**src/design/fcact_pkg.sv**
```systemverilog
// Shared types and constants of the four-channel advancing compare timer.
// Used by every module of the design; depends on nothing else.
package fcact_pkg;

    localparam int MAX_CHANNELS = 4;
    localparam int FLAG_BITS    = 5;
    localparam int STEP_BITS    = 16;
    localparam int DIV_BITS     = 17;
    localparam int PCOUNT_BITS  = 16;
    localparam int OUT_CNT_BITS = 16;
    localparam int CFG_IDX_BITS = 3;
    localparam int IN_TDATA_BITS  = 8;
    localparam int OUT_TDATA_BITS = 24;

    localparam logic [DIV_BITS-1:0]  PRESCALE_MAX = 17'd65536;
    localparam logic [STEP_BITS-1:0] STEP_RESET   = 16'hFFFF;

    localparam logic [CFG_IDX_BITS-1:0] REG_PRESCALE = 3'd0;
    localparam logic [CFG_IDX_BITS-1:0] REG_STEP_CH1 = 3'd1;
    localparam logic [CFG_IDX_BITS-1:0] REG_STEP_CH2 = 3'd2;
    localparam logic [CFG_IDX_BITS-1:0] REG_STEP_CH3 = 3'd3;
    localparam logic [CFG_IDX_BITS-1:0] REG_STEP_CH4 = 3'd4;
    localparam logic [CFG_IDX_BITS-1:0] REG_IRQ_MASK = 3'd5;

    localparam logic CMD_TICK  = 1'b0;
    localparam logic CMD_CLEAR = 1'b1;

    typedef struct packed {
        logic [DIV_BITS-1:0]                    prescale_div;
        logic [MAX_CHANNELS-1:0][STEP_BITS-1:0] step;
        logic [FLAG_BITS-1:0]                   irq_mask;
    } t_cfg;

    typedef struct packed {
        logic                    irq;
        logic [FLAG_BITS-1:0]    status_flags;
        logic [OUT_CNT_BITS-1:0] count_value;
    } t_result;

endpackage

```
**src/design/four_channel_advancing_compare_timer.sv**
```systemverilog
// Top level of the four-channel advancing compare timer.
// Depends on fcact_pkg, fcact_cfg_regs, fcact_core and fcact_skid.
//
// Each request on the slave stream is either one input tick (tuser = 0) or a
// flag clear (tuser = 1, tdata holds the clear mask). Every request yields
// exactly one result on the master stream: the counter, the five status
// flags and the interrupt line after that request.
// Configuration registers are written over the cfg channel, which is always
// ready; index 0 is the prescaler, 1 to 4 the channel steps, 5 the interrupt
// enables. Write them only while no request is in flight.
// A request is taken in every cycle in which tready is high.
// The timer state is updated in the same cycle a request is taken, and the
// result goes into an output register backed by one skid entry, so the
// slave stays ready for one more request while a result waits.
// If the receiver stalls for longer, tready drops until the skid entry
// drains.
// Reset clears the prescaler and main counter, the flags, and sets all
// compare values and steps to 0xFFFF, the divisor to 1, the enables to 0.
module four_channel_advancing_compare_timer
    import fcact_pkg::*;
#(
    parameter int NUM_CHANNELS = 4,
    parameter int COUNT_BITS   = 16
) (
    input  logic                      i_clk,
    input  logic                      i_rst_n,
    input  logic                      i_cfg_valid,
    output logic                      o_cfg_ready,
    input  logic [CFG_IDX_BITS-1:0]   i_cfg_index,
    input  logic [DIV_BITS-1:0]       i_cfg_data,
    input  logic                      i_s_axis_tvalid,
    output logic                      o_s_axis_tready,
    input  logic [IN_TDATA_BITS-1:0]  i_s_axis_tdata,  // [4:0] clear_mask
    input  logic                      i_s_axis_tuser,  // [0] cmd
    output logic                      o_m_axis_tvalid,
    input  logic                      i_m_axis_tready,
    output logic [OUT_TDATA_BITS-1:0] o_m_axis_tdata   // [15:0] count_value,
                                                       // [20:16] status_flags,
                                                       // [21] irq
);

    t_cfg    cfg;
    t_result core_result;
    t_result out_result;
    logic    push;

    fcact_cfg_regs u_cfg (
        .i_clk       (i_clk),
        .i_rst_n     (i_rst_n),
        .i_cfg_valid (i_cfg_valid),
        .i_cfg_index (i_cfg_index),
        .i_cfg_data  (i_cfg_data),
        .o_cfg_ready (o_cfg_ready),
        .o_cfg       (cfg)
    );

    assign push = i_s_axis_tvalid && o_s_axis_tready;

    fcact_core #(
        .NUM_CHANNELS (NUM_CHANNELS),
        .COUNT_BITS   (COUNT_BITS)
    ) u_core (
        .i_clk        (i_clk),
        .i_rst_n      (i_rst_n),
        .i_cfg        (cfg),
        .i_push       (push),
        .i_cmd        (i_s_axis_tuser),
        .i_clear_mask (i_s_axis_tdata[FLAG_BITS-1:0]),
        .o_result     (core_result)
    );

    fcact_skid u_skid (
        .i_clk   (i_clk),
        .i_rst_n (i_rst_n),
        .i_valid (i_s_axis_tvalid),
        .i_data  (core_result),
        .o_ready (o_s_axis_tready),
        .o_valid (o_m_axis_tvalid),
        .i_ready (i_m_axis_tready),
        .o_data  (out_result)
    );

    assign o_m_axis_tdata = {2'b00, out_result};

    a_stall_has_result: assert property (@(posedge i_clk) disable iff (!i_rst_n)
        !o_s_axis_tready |-> o_m_axis_tvalid)
        else $error("Slave side stalled with no result pending.");

    a_irq_matches_flags: assert property (@(posedge i_clk) disable iff (!i_rst_n)
        o_m_axis_tvalid |-> (out_result.irq == |(out_result.status_flags & cfg.irq_mask)))
        else $error("Interrupt line disagrees with the enabled flags.");

    a_ready_after_reset: assert property (@(posedge i_clk)
        !i_rst_n |=> (o_s_axis_tready && !o_m_axis_tvalid))
        else $error("Streams not idle after reset.");

endmodule

```
**src/design/fcact_cfg_regs.sv**
```systemverilog
// Configuration register file of the compare timer.
// Depends on fcact_pkg for register indexes and the t_cfg type.
module fcact_cfg_regs
    import fcact_pkg::*;
(
    input  logic                    i_clk,
    input  logic                    i_rst_n,
    input  logic                    i_cfg_valid,
    input  logic [CFG_IDX_BITS-1:0] i_cfg_index,
    input  logic [DIV_BITS-1:0]     i_cfg_data,
    output logic                    o_cfg_ready,
    output t_cfg                    o_cfg
);

    t_cfg r_cfg;

    assign o_cfg_ready = 1'b1;
    assign o_cfg       = r_cfg;

    always_ff @(posedge i_clk) begin
        if (!i_rst_n) begin
            r_cfg.prescale_div <= DIV_BITS'(1);
            r_cfg.step         <= {MAX_CHANNELS{STEP_RESET}};
            r_cfg.irq_mask     <= '0;
        end else if (i_cfg_valid) begin
            case (i_cfg_index)
                REG_PRESCALE: r_cfg.prescale_div <= i_cfg_data;
                REG_STEP_CH1: r_cfg.step[0]      <= i_cfg_data[STEP_BITS-1:0];
                REG_STEP_CH2: r_cfg.step[1]      <= i_cfg_data[STEP_BITS-1:0];
                REG_STEP_CH3: r_cfg.step[2]      <= i_cfg_data[STEP_BITS-1:0];
                REG_STEP_CH4: r_cfg.step[3]      <= i_cfg_data[STEP_BITS-1:0];
                REG_IRQ_MASK: r_cfg.irq_mask     <= i_cfg_data[FLAG_BITS-1:0];
                default: ;
            endcase
        end
    end

endmodule

```
**src/design/fcact_core.sv**
```systemverilog
// Prescaler, main counter, compare channels and status flags of the timer.
// Depends on fcact_pkg; updates its state once per accepted request.
module fcact_core
    import fcact_pkg::*;
#(
    parameter int NUM_CHANNELS = 4,
    parameter int COUNT_BITS   = 16
) (
    input  logic                 i_clk,
    input  logic                 i_rst_n,
    input  t_cfg                 i_cfg,
    input  logic                 i_push,
    input  logic                 i_cmd,
    input  logic [FLAG_BITS-1:0] i_clear_mask,
    output t_result              o_result
);

    localparam logic [COUNT_BITS-1:0] CMP_RESET = COUNT_BITS'(STEP_RESET);

    logic [PCOUNT_BITS-1:0] r_pcount, n_pcount;
    logic [COUNT_BITS-1:0]  r_count, n_count;
    logic [FLAG_BITS-1:0]   r_flags, n_flags;
    logic [COUNT_BITS-1:0]  r_cmp [MAX_CHANNELS];
    logic [COUNT_BITS-1:0]  n_cmp [MAX_CHANNELS];

    logic [PCOUNT_BITS-1:0] last;
    logic                   tick;
    logic [COUNT_BITS-1:0]  cnt_inc;
    logic [FLAG_BITS-1:0]   set_flags;

    always_comb begin
        if (i_cfg.prescale_div == '0) begin
            last = '0;
        end else if (i_cfg.prescale_div > PRESCALE_MAX) begin
            last = '1;
        end else begin
            last = PCOUNT_BITS'(i_cfg.prescale_div - DIV_BITS'(1));
        end
    end

    assign tick    = (i_cmd == CMD_TICK) && (r_pcount >= last);
    assign cnt_inc = r_count + COUNT_BITS'(1);

    assign set_flags[0] = tick && (cnt_inc == '0);

    for (genvar ch = 0; ch < MAX_CHANNELS; ch++) begin : g_ch
        logic hit;
        assign hit = (ch < NUM_CHANNELS) && tick && (cnt_inc == r_cmp[ch]);
        assign set_flags[ch+1] = hit;
        assign n_cmp[ch] = hit ? r_cmp[ch] + COUNT_BITS'(i_cfg.step[ch]) : r_cmp[ch];
    end

    always_comb begin
        if (i_cmd == CMD_CLEAR) begin
            n_pcount = r_pcount;
            n_count  = r_count;
            n_flags  = r_flags & ~i_clear_mask;
        end else begin
            n_pcount = tick ? '0 : r_pcount + PCOUNT_BITS'(1);
            n_count  = tick ? cnt_inc : r_count;
            n_flags  = r_flags | set_flags;
        end
    end

    always_ff @(posedge i_clk) begin
        if (!i_rst_n) begin
            r_pcount <= '0;
            r_count  <= '0;
            r_flags  <= '0;
            for (int ch = 0; ch < MAX_CHANNELS; ch++) begin
                r_cmp[ch] <= CMP_RESET;
            end
        end else if (i_push) begin
            r_pcount <= n_pcount;
            r_count  <= n_count;
            r_flags  <= n_flags;
            for (int ch = 0; ch < MAX_CHANNELS; ch++) begin
                r_cmp[ch] <= n_cmp[ch];
            end
        end
    end

    assign o_result.count_value  = OUT_CNT_BITS'(n_count);
    assign o_result.status_flags = n_flags;
    assign o_result.irq          = |(n_flags & i_cfg.irq_mask);

endmodule

```
**src/design/fcact_skid.sv**
```systemverilog
// Output register with a skid stage for the timer results.
// Depends on fcact_pkg for the t_result type.
module fcact_skid
    import fcact_pkg::*;
(
    input  logic    i_clk,
    input  logic    i_rst_n,
    input  logic    i_valid,
    input  t_result i_data,
    output logic    o_ready,
    output logic    o_valid,
    input  logic    i_ready,
    output t_result o_data
);

    logic    r_out_valid;
    logic    r_skid_valid;
    t_result r_out_data;
    t_result r_skid_data;
    logic    push;

    assign o_ready = !r_skid_valid;
    assign push    = i_valid && !r_skid_valid;
    assign o_valid = r_out_valid;
    assign o_data  = r_out_data;

    always_ff @(posedge i_clk) begin
        if (!i_rst_n) begin
            r_out_valid  <= 1'b0;
            r_skid_valid <= 1'b0;
        end else if (!r_out_valid || i_ready) begin
            if (r_skid_valid) begin
                r_out_valid  <= 1'b1;
                r_skid_valid <= 1'b0;
            end else begin
                r_out_valid <= push;
            end
        end else if (push) begin
            r_skid_valid <= 1'b1;
        end
    end

    always_ff @(posedge i_clk) begin
        if (!r_out_valid || i_ready) begin
            r_out_data <= r_skid_valid ? r_skid_data : i_data;
        end else if (push) begin
            r_skid_data <= i_data;
        end
    end

endmodule
```
**config.mk**
```make
export PLATFORM = sky130hd
export DESIGN_NAME = four_channel_advancing_compare_timer
export DESIGN_NICKNAME = d
export VERILOG_FILES = /design/src/design/fcact_pkg.sv /design/src/design/four_channel_advancing_compare_timer.sv /design/src/design/fcact_cfg_regs.sv /design/src/design/fcact_core.sv /design/src/design/fcact_skid.sv
export SDC_FILE = /design/constraint.sdc
export NUM_CORES = 1
export LEC_CHECK = 0
export BUFFER_PORTS_ARGS = -buffer_cell sky130_fd_sc_hd__buf_4
export CAP_MARGIN = 20
export CORE_ASPECT_RATIO = 0.7
export CORE_MARGIN = 2
export CORE_UTILIZATION = 45
export DETAILED_ROUTE_END_ITERATION = 8
export GPL_TIMING_DRIVEN = 1
export SLEW_MARGIN = 20
export SYNTH_ARGS = -nofsm -noshare
export SYNTH_HDL_FRONTEND = slang
export SYNTH_SLANG_ARGS = --single-unit
```
**constraint.sdc**
```tcl
create_clock -name i_clk -period 4.1 [get_ports i_clk]
set_input_delay 0.205 -clock i_clk [delete_from_list [all_inputs] [get_ports i_clk]]
set_output_delay 0.205 -clock i_clk [all_outputs]
set_load 0.01 [all_outputs]
```
==> results.sh, run 1 <==
export IMPL_die_y_um=153.7
export IMPL_port_buffers=54
export IMPL_avgViaCountPerCell=5.742
export IMPL_grt_max_degree=71
export IMPL_synth_cell_types=84
export IMPL_crit_path_end_kind="register"
export IMPL_root_buffer="clkbuf_16"
export IMPL_drive_gt1_share_pct=13.12
export IMPL_top_usage_layer="met1"
export IMPL_async_flop_share_pct=0
export IMPL_synth_edff_count=108
export IMPL_ir_drop_mv=0.2583
export IMPL_synth_top_area_share_pct=22.50
export IMPL_n_fill_cell=2864
export IMPL_use_met3_pct=5.816
export IMPL_fin_crit_sh_pct=95.55
export IMPL_clock_latency_ns=0.54
export IMPL_die_area_mm2=0.03350
export IMPL_cp_arrival_ns=4.19
export IMPL_cp_required_ns=4.37
export IMPL_critPathLaunchType="register"
export IMPL_max_stage_delay_ns=0.43
export IMPL_status="complete, no violations"
export IMPL_path_cells="or3_1 > nor2_2 > nand4b_1 > or2_4 > maj3_1 > ha_1 > nand2b_1 > a2111o_1 > a21oi_2 > o211ai_1 > and2_4 > a32o_1 > a221oi_2 > a31oi_1"
export IMPL_syn_area_mm2=0.01441
export IMPL_nets=1784
export IMPL_worstSetupPathType="reg -> reg"
export IMPL_p_total_mw=5.711
export IMPL_grt_pass1_vias=11568
export IMPL_gp_congestion=1.016
export IMPL_grt_pass1_wl_um=68950
export IMPL_min_path_type="in -> reg"
export IMPL_syn_inst=1583
export IMPL_clockBufferDepth=3
export IMPL_grt_ovfl_total=0
export IMPL_vias=12087
export IMPL_ys_seq_area_share_pct=39.86
export IMPL_pin_count=61
export IMPL_ys_ff_latch=233
export IMPL_die_width_um=217.9
export IMPL_fin_ws_ns=0.1823
export IMPL_max_freq_ghz=0.2553
export IMPL_grt_total_usage_pct=26.68
export IMPL_maxCapViolations=0
export IMPL_p_leak_nw=6.740
export IMPL_cts_buffers=26
export IMPL_use_met1_pct=40.81
export IMPL_yosys_area_top_type="edfxtp_1"
export IMPL_worst_pin_slew_ns=1.045
export IMPL_ant_nets=0
export IMPL_finalSetupViolations=0
export IMPL_clk_pin_slew_worst_paths_ns=0.07
export IMPL_tritoncts="built"
export IMPL_fin_worst_skew_ns=0.01236
export IMPL_synth_common_cells="nand2_1, dfxtp_1, edfxtp_1"
export IMPL_htreeDepth=1
export IMPL_area_growth_pct=15.44
export IMPL_dr_first_iter_drc_count=1024
export IMPL_yosysMostFrequentCell="nand2_1"
export IMPL_synth_avg_cell_area_um2=9.105
export IMPL_fp_row_count=54
export IMPL_routed_wl_um=44330
export IMPL_synthFlopType="dfxtp_1"
export IMPL_fin_crit_ns=3.918
export IMPL_maxSlewHeadroom_pct=30.32
export IMPL_hpwl_um=32610
export IMPL_hold_viol=0
export IMPL_coreArea_mm2=0.03135
export IMPL_crit_fanout=5
export IMPL_antenna_found_initial=0
export IMPL_drtPass1Iterations=6
export IMPL_synthTopCellsByArea="edfxtp_1, dfxtp_1, nand2_1"
export IMPL_yosys_warnings=0
export IMPL_start_util_pct=45.98
export IMPL_gr_usage_met2_pct=38.17
export IMPL_clock_sinks=233
export IMPL_power_density_mw_per_mm2=343.2
export IMPL_drcViolationCount=0
export IMPL_post_drt_wl_per_cell_um=21.06
export IMPL_drv_slew=0
export IMPL_preCtsSetupSlack_ns=0.06314
export IMPL_diodes=0
export IMPL_crit_slowest_cell="a2111o_1"
## timing repair
item / in CTS / in global routing
hold endpoints to repair: 38 / 0
hold buffers: 11 / 0
resized for setup: 0 / 6
setup buffers: 0 / 1
endpoints found under the setup margin: 0 / 52
## metal layers
metal | share of wire (%) | vias to the layer above
met1 | 49 | 5781
met5 | 0 | -
met3 | 8.2 | 48
met2 | 41 | 458
li1 | - | 5800
met4 | 2.0 | 0
## stage by stage
step,hold slack (ns),utilization (%),area [um2],setup TNS (ns),std cells
after floorplan,0.3290,-,14420,-12.02,1584
after global placement,0.4592,49.69,15580,0,2044
after detailed placement,0.4644,49.73,15590,0,2045
after CTS,0.001633,52.96,16600,0,2104
after global routing,0.01509,53.08,16640,-0.1479,2105
final,0.01368,53.08,16640,0,2105
## registers in the layout (all words and copies together) (netlist names)
register,count
u_cfg.o_cfg,86
u_core.r_cmp,64
u_skid.o_data,22
u_skid.r_skid_data,22
u_core.r_count,16
u_core.r_pcount,16
u_core.r_flags,5
u_skid.o_valid,1
u_skid.r_skid_valid,1
## placed cells by master, fill, tap and decap left out, types with 26 or more instances in the layout
master / synthesis / routed
o21ai_0: 70 / 68
ha_1: 81 / 81
nor2_1: 82 / 80
edfxtp_1: 108 / 108
a21boi_0: 28 / 28
nand2b_1: 27 / 27
nor3_1: 38 / 37
nand2_1: 290 / 290
a21oi_1: 67 / 66
xnor2_1: 68 / 68
inv_1: 33 / 33
mux2_2: 26 / 26
buf_4: 4 / 113
nand3_1: 99 / 99
clkbuf_16: 0 / 27
dfxtp_1: 125 / 125
xor2_1: 67 / 67
## report_power, final
part | switching, mW | internal [mW]
Sequential | 0.0570 | 2.51
Clock | 1.01 | 1.45
Combinational | 0.399 | 0.279
## final cells by class
cell class	instances	area (um2)	share of cell area, %
multi-input cells	1239	8258	49.63
flip-flops and latches	233	5746	34.53
repair buffers	130	1079	6.482
clock buffers	32	724.4	4.354
well taps	420	525.5	3.158
clock inverters	16	176.4	1.060
inverters	35	131.4	0.7895
## critical path: cells and delay by family, from the launching register on
| family | cells | cell delay, ns |
|---|---|---|
| compound gates | 6 | 1.44 |
| fa+ha+maj | 2 | 0.63 |
| flops | 1 | 0.31 |
| simple gates | 6 | 1.28 |
## cells by family after synthesis
family	share of synthesized area, %
buffers and inverters	3.212
XOR/XNOR	11.34
AND/OR/NAND/NOR	22.72
flip-flops	39.86
adder cells (fa/ha/maj)	7.656
other	0.05210
multiplexers	2.726
AO/OA/AOI/OAI	12.44
## path summary, 6_finish.rpt
| path | startpoint | end | slack, ns | depth (start not counted) |
|---|---|---|---|---|
| setup / recovery | u_cfg.o_cfg[80] | u_skid.o_data[21] | 0.18 | 14 |
| setup reg to reg | u_cfg.o_cfg[80] | u_skid.o_data[21] | 0.18 | 14 |
| hold / removal | i_cfg_data[7] | u_cfg.o_cfg[12] | 0.01 | 3 |
| hold reg to reg | u_cfg.o_cfg[67] | u_cfg.o_cfg[67] | 0.48 | 2 |
No activity file was read; power rests on OpenSTA's default activity.
==> run 2, diff against run 1 <==
--- a/config.mk
+++ b/config.mk
@@ -12,6 +12,7 @@
 export CORE_UTILIZATION = 45
 export DETAILED_ROUTE_END_ITERATION = 8
 export GPL_TIMING_DRIVEN = 1
+export PLACE_DENSITY = 0.74
 export SLEW_MARGIN = 20
 export SYNTH_ARGS = -nofsm -noshare
 export SYNTH_HDL_FRONTEND = slang
==> run 2 against run 1 <==
Non-clock buffer count is 3 lower; power down 5.6%; sequential power about the same; wire length fell by 4.4%; clock skew is 0.0014 ns higher; setup slack worse by 0.035 ns; sequential share of layout area rose by 0.30 points; utilization decreased by 0.46 points; largest cell class unchanged; combinational power is essentially flat; critical path type unchanged; critical endpoint unchanged; largest power group unchanged; die area unchanged; flip-flop and latch count unchanged; first-iteration DRC count rose by 40%.
==> results.sh, run 2 (synthesis gave the netlist of run 1 again) <==
export IMPL_n_fill_cell=2850
export IMPL_antenna_found_initial=0
export IMPL_fin_worst_skew_ns=0.01374
export IMPL_p_leak_nw=6.654
export IMPL_r2r_start="u_cfg.o_cfg[80]"
export IMPL_final_common_cell="nand2_1"
export IMPL_pwr_share_clk_pct=39.8
export IMPL_cp_required_ns=4.36
export IMPL_max_freq_ghz=0.2530
export IMPL_ff_latch_area_mm2=0.005746
export IMPL_critPathLaunchType="register"
export IMPL_dpl_cell_area_mm2=0.01556
export IMPL_crit_top_cell="a221oi_2"
export IMPL_dp_cells=2043
export IMPL_cell_internal_pwr_mw=4.005
export IMPL_finalSetupTns_ns=0
export IMPL_clock_latency_ns=0.54
export IMPL_grt_max_degree=77
export IMPL_gp_congestion=0.9824
export IMPL_nets=1779
export IMPL_min_path_type="in -> reg"
export IMPL_grt_total_usage_pct=24.86
export IMPL_drtPass1Iterations=7
export IMPL_fin_crit_sh_pct=96.41
export IMPL_grt_pass1_vias=11415
export IMPL_p_comb_share_pct=12.5
export IMPL_dr_first_iter_drc_count=1435
export IMPL_post_drt_wl_per_cell_um=20.22
export IMPL_routed_wl_um=42370
export IMPL_die_y_um=153.7
export IMPL_finalSetupViolations=0
export IMPL_power_density_mw_per_mm2=326.9
export IMPL_port_buffers=54
export IMPL_grt_pass1_wl_um=64740
export IMPL_r2r_cells=15
export IMPL_clock_sinks=233
export IMPL_pin_count=61
export IMPL_cts_buffers=24
export IMPL_multiInputGateArea_mm2=0.008300
export IMPL_crit_path_end_kind="register"
export IMPL_gr_usage_met2_pct=34.71
export IMPL_crit_fanout=9
export IMPL_final_cells=2096
export IMPL_drcViolationCount=0
export IMPL_status="complete, no violations"
export IMPL_cp_arrival_ns=4.21
export IMPL_grt_ovfl_total=0
export IMPL_htreeDepth=1
export IMPL_use_met1_pct=37.48
export IMPL_finish_utilization_pct=52.61
export IMPL_r2r_slack_ns=0.15
export IMPL_post_cts_buffers=0
export IMPL_worstSetupPathType="reg -> reg"
export IMPL_cp_endpoint="u_skid.o_data[21]"
export IMPL_p_total_mw=5.391
export IMPL_top_usage_layer="met1"
export IMPL_hold_viol=0
export IMPL_vias=12257
export IMPL_avgViaCountPerCell=5.848
export IMPL_seq_power_share_pct=47.7
export IMPL_r2r_end="u_skid.o_data[21]"
export IMPL_mostFrequentLayoutCells="nand2_1, dfxtp_1, buf_4"
export IMPL_tritoncts="built"
export IMPL_worst_pin_slew_ns=0.8274
export IMPL_max_stage_delay_ns=0.40
export IMPL_root_buffer="clkbuf_16"
export IMPL_die_area_mm2=0.03350
export IMPL_power_switching_share_pct=25.72
export IMPL_coreArea_mm2=0.03135
export IMPL_largest_reg_flops=86
export IMPL_ant_nets=0
export IMPL_drive_gt1_share_pct=13.01
export IMPL_whs_path_depth=3
export IMPL_use_met3_pct=6.963
export IMPL_die_width_um=217.9
export IMPL_crit_start="u_cfg.o_cfg[80]"
export IMPL_clockBufferDepth=3
export IMPL_ir_drop_mv=0.2307
export IMPL_maxSlewHeadroom_pct=44.12
export IMPL_p_switching_mw=1.387
export IMPL_crit_slowest_cell="or3_1"
export IMPL_drv_slew=0
export IMPL_clk_pin_slew_worst_paths_ns=0.07
export IMPL_post_route_cell_area_mm2=0.01649
export IMPL_maxCapViolations=0
export IMPL_fin_crit_ns=3.953
export IMPL_hpwl_um=31180
export IMPL_area_growth_pct=14.44
export IMPL_path_cells="or3_1 > nor2_2 > nand4b_1 > or2_2 > buf_4 > o21a_2 > a21oi_2 > ha_1 > and3_1 > a221oi_2 > o211ai_1 > and2_4 > a32o_2 > a221oi_2 > a31oi_1"
export IMPL_start_util_pct=45.98
export IMPL_rsz0062_at_grt="true"
export IMPL_fp_row_count=54
export IMPL_diodes=0
==> run 2: changes by cell type in the layout (fill, tap and decap cells not counted), moves of 3 or more <==
cell      change
nor3_1        -4
clkinv_2      -3
a21oi_2       +4
a21oi_1       -4
clkbuf_1      +4
nor3_2        +3
==> run 2: layer usage <==
layer,share of wire (%),vias to the layer above,routed length [um]
met3,11,75,4690
met4,2.2,0,924
met1,46,5851,19570
met5,0,-,0
li1,-,5775,-
met2,41,556,17190
==> run 2: power groups by stage <==
stage          Sequential [mW]  Combinational [mW]  Clock (mW)
4_1_cts                   2.57               0.659        2.16
2_1_floorplan             2.61               0.419           0
6_report                  2.57               0.676        2.15
5_1_grt                   2.58               0.743        2.25
3_3_place_gp              2.62               0.627           0
3_5_place_dp              2.62               0.645           0
==> run 2: metrics by stage <==
stage,hold slack (ns),setup slack [ns]
after global placement,0.4606,0.1236
after floorplan,0.3290,-0.3756
after detailed placement,0.4659,0.02740
after CTS,0.0006364,0.005392
final,0.02031,0.1471
after global routing,0.006225,-0.04970
==> run 2: area by class of cell <==
class / count / area share (%)
multi-input cells: 1239 / 50.32
flip-flops and latches: 233 / 34.83
repair buffers: 127 / 6.311
clock buffers: 33 / 4.096
well taps: 420 / 3.186
inverters: 35 / 0.7965
clock inverters: 9 / 0.4551
==> run 2: timing repair <==
action	CTS	global route
endpoints found under the hold margin	19	0
hold buffers	10	0
endpoints found under the setup margin	0	40
resized for setup	0	15
==> run 2: how the worst min path moves through the flow <==
stage	from	slack, ns	to
6_report	i_cfg_data[12]	0.02	u_cfg.o_cfg[33]
5_1_grt	i_cfg_data[14]	0.006	u_cfg.o_cfg[67]
4_1_cts	i_cfg_data[12]	0.0006	u_cfg.o_cfg[33]
3_5_place_dp	u_cfg.o_cfg[12]	0.47	u_cfg.o_cfg[12]
3_3_place_gp	u_cfg.o_cfg[26]	0.46	u_cfg.o_cfg[26]
2_1_floorplan	i_cfg_data[5]	0.33	u_cfg.o_cfg[10]
==> run 2: worst max-delay path, delay by kind of cell, from the launching register on <==
family	cells	cell delay [ns]
AO/OA/AOI/OAI	7	1.55
adder cells (fa/ha/maj)	1	0.26
buffers and inverters	1	0.18
flip-flops	1	0.31
AND/OR/NAND/NOR	6	1.36
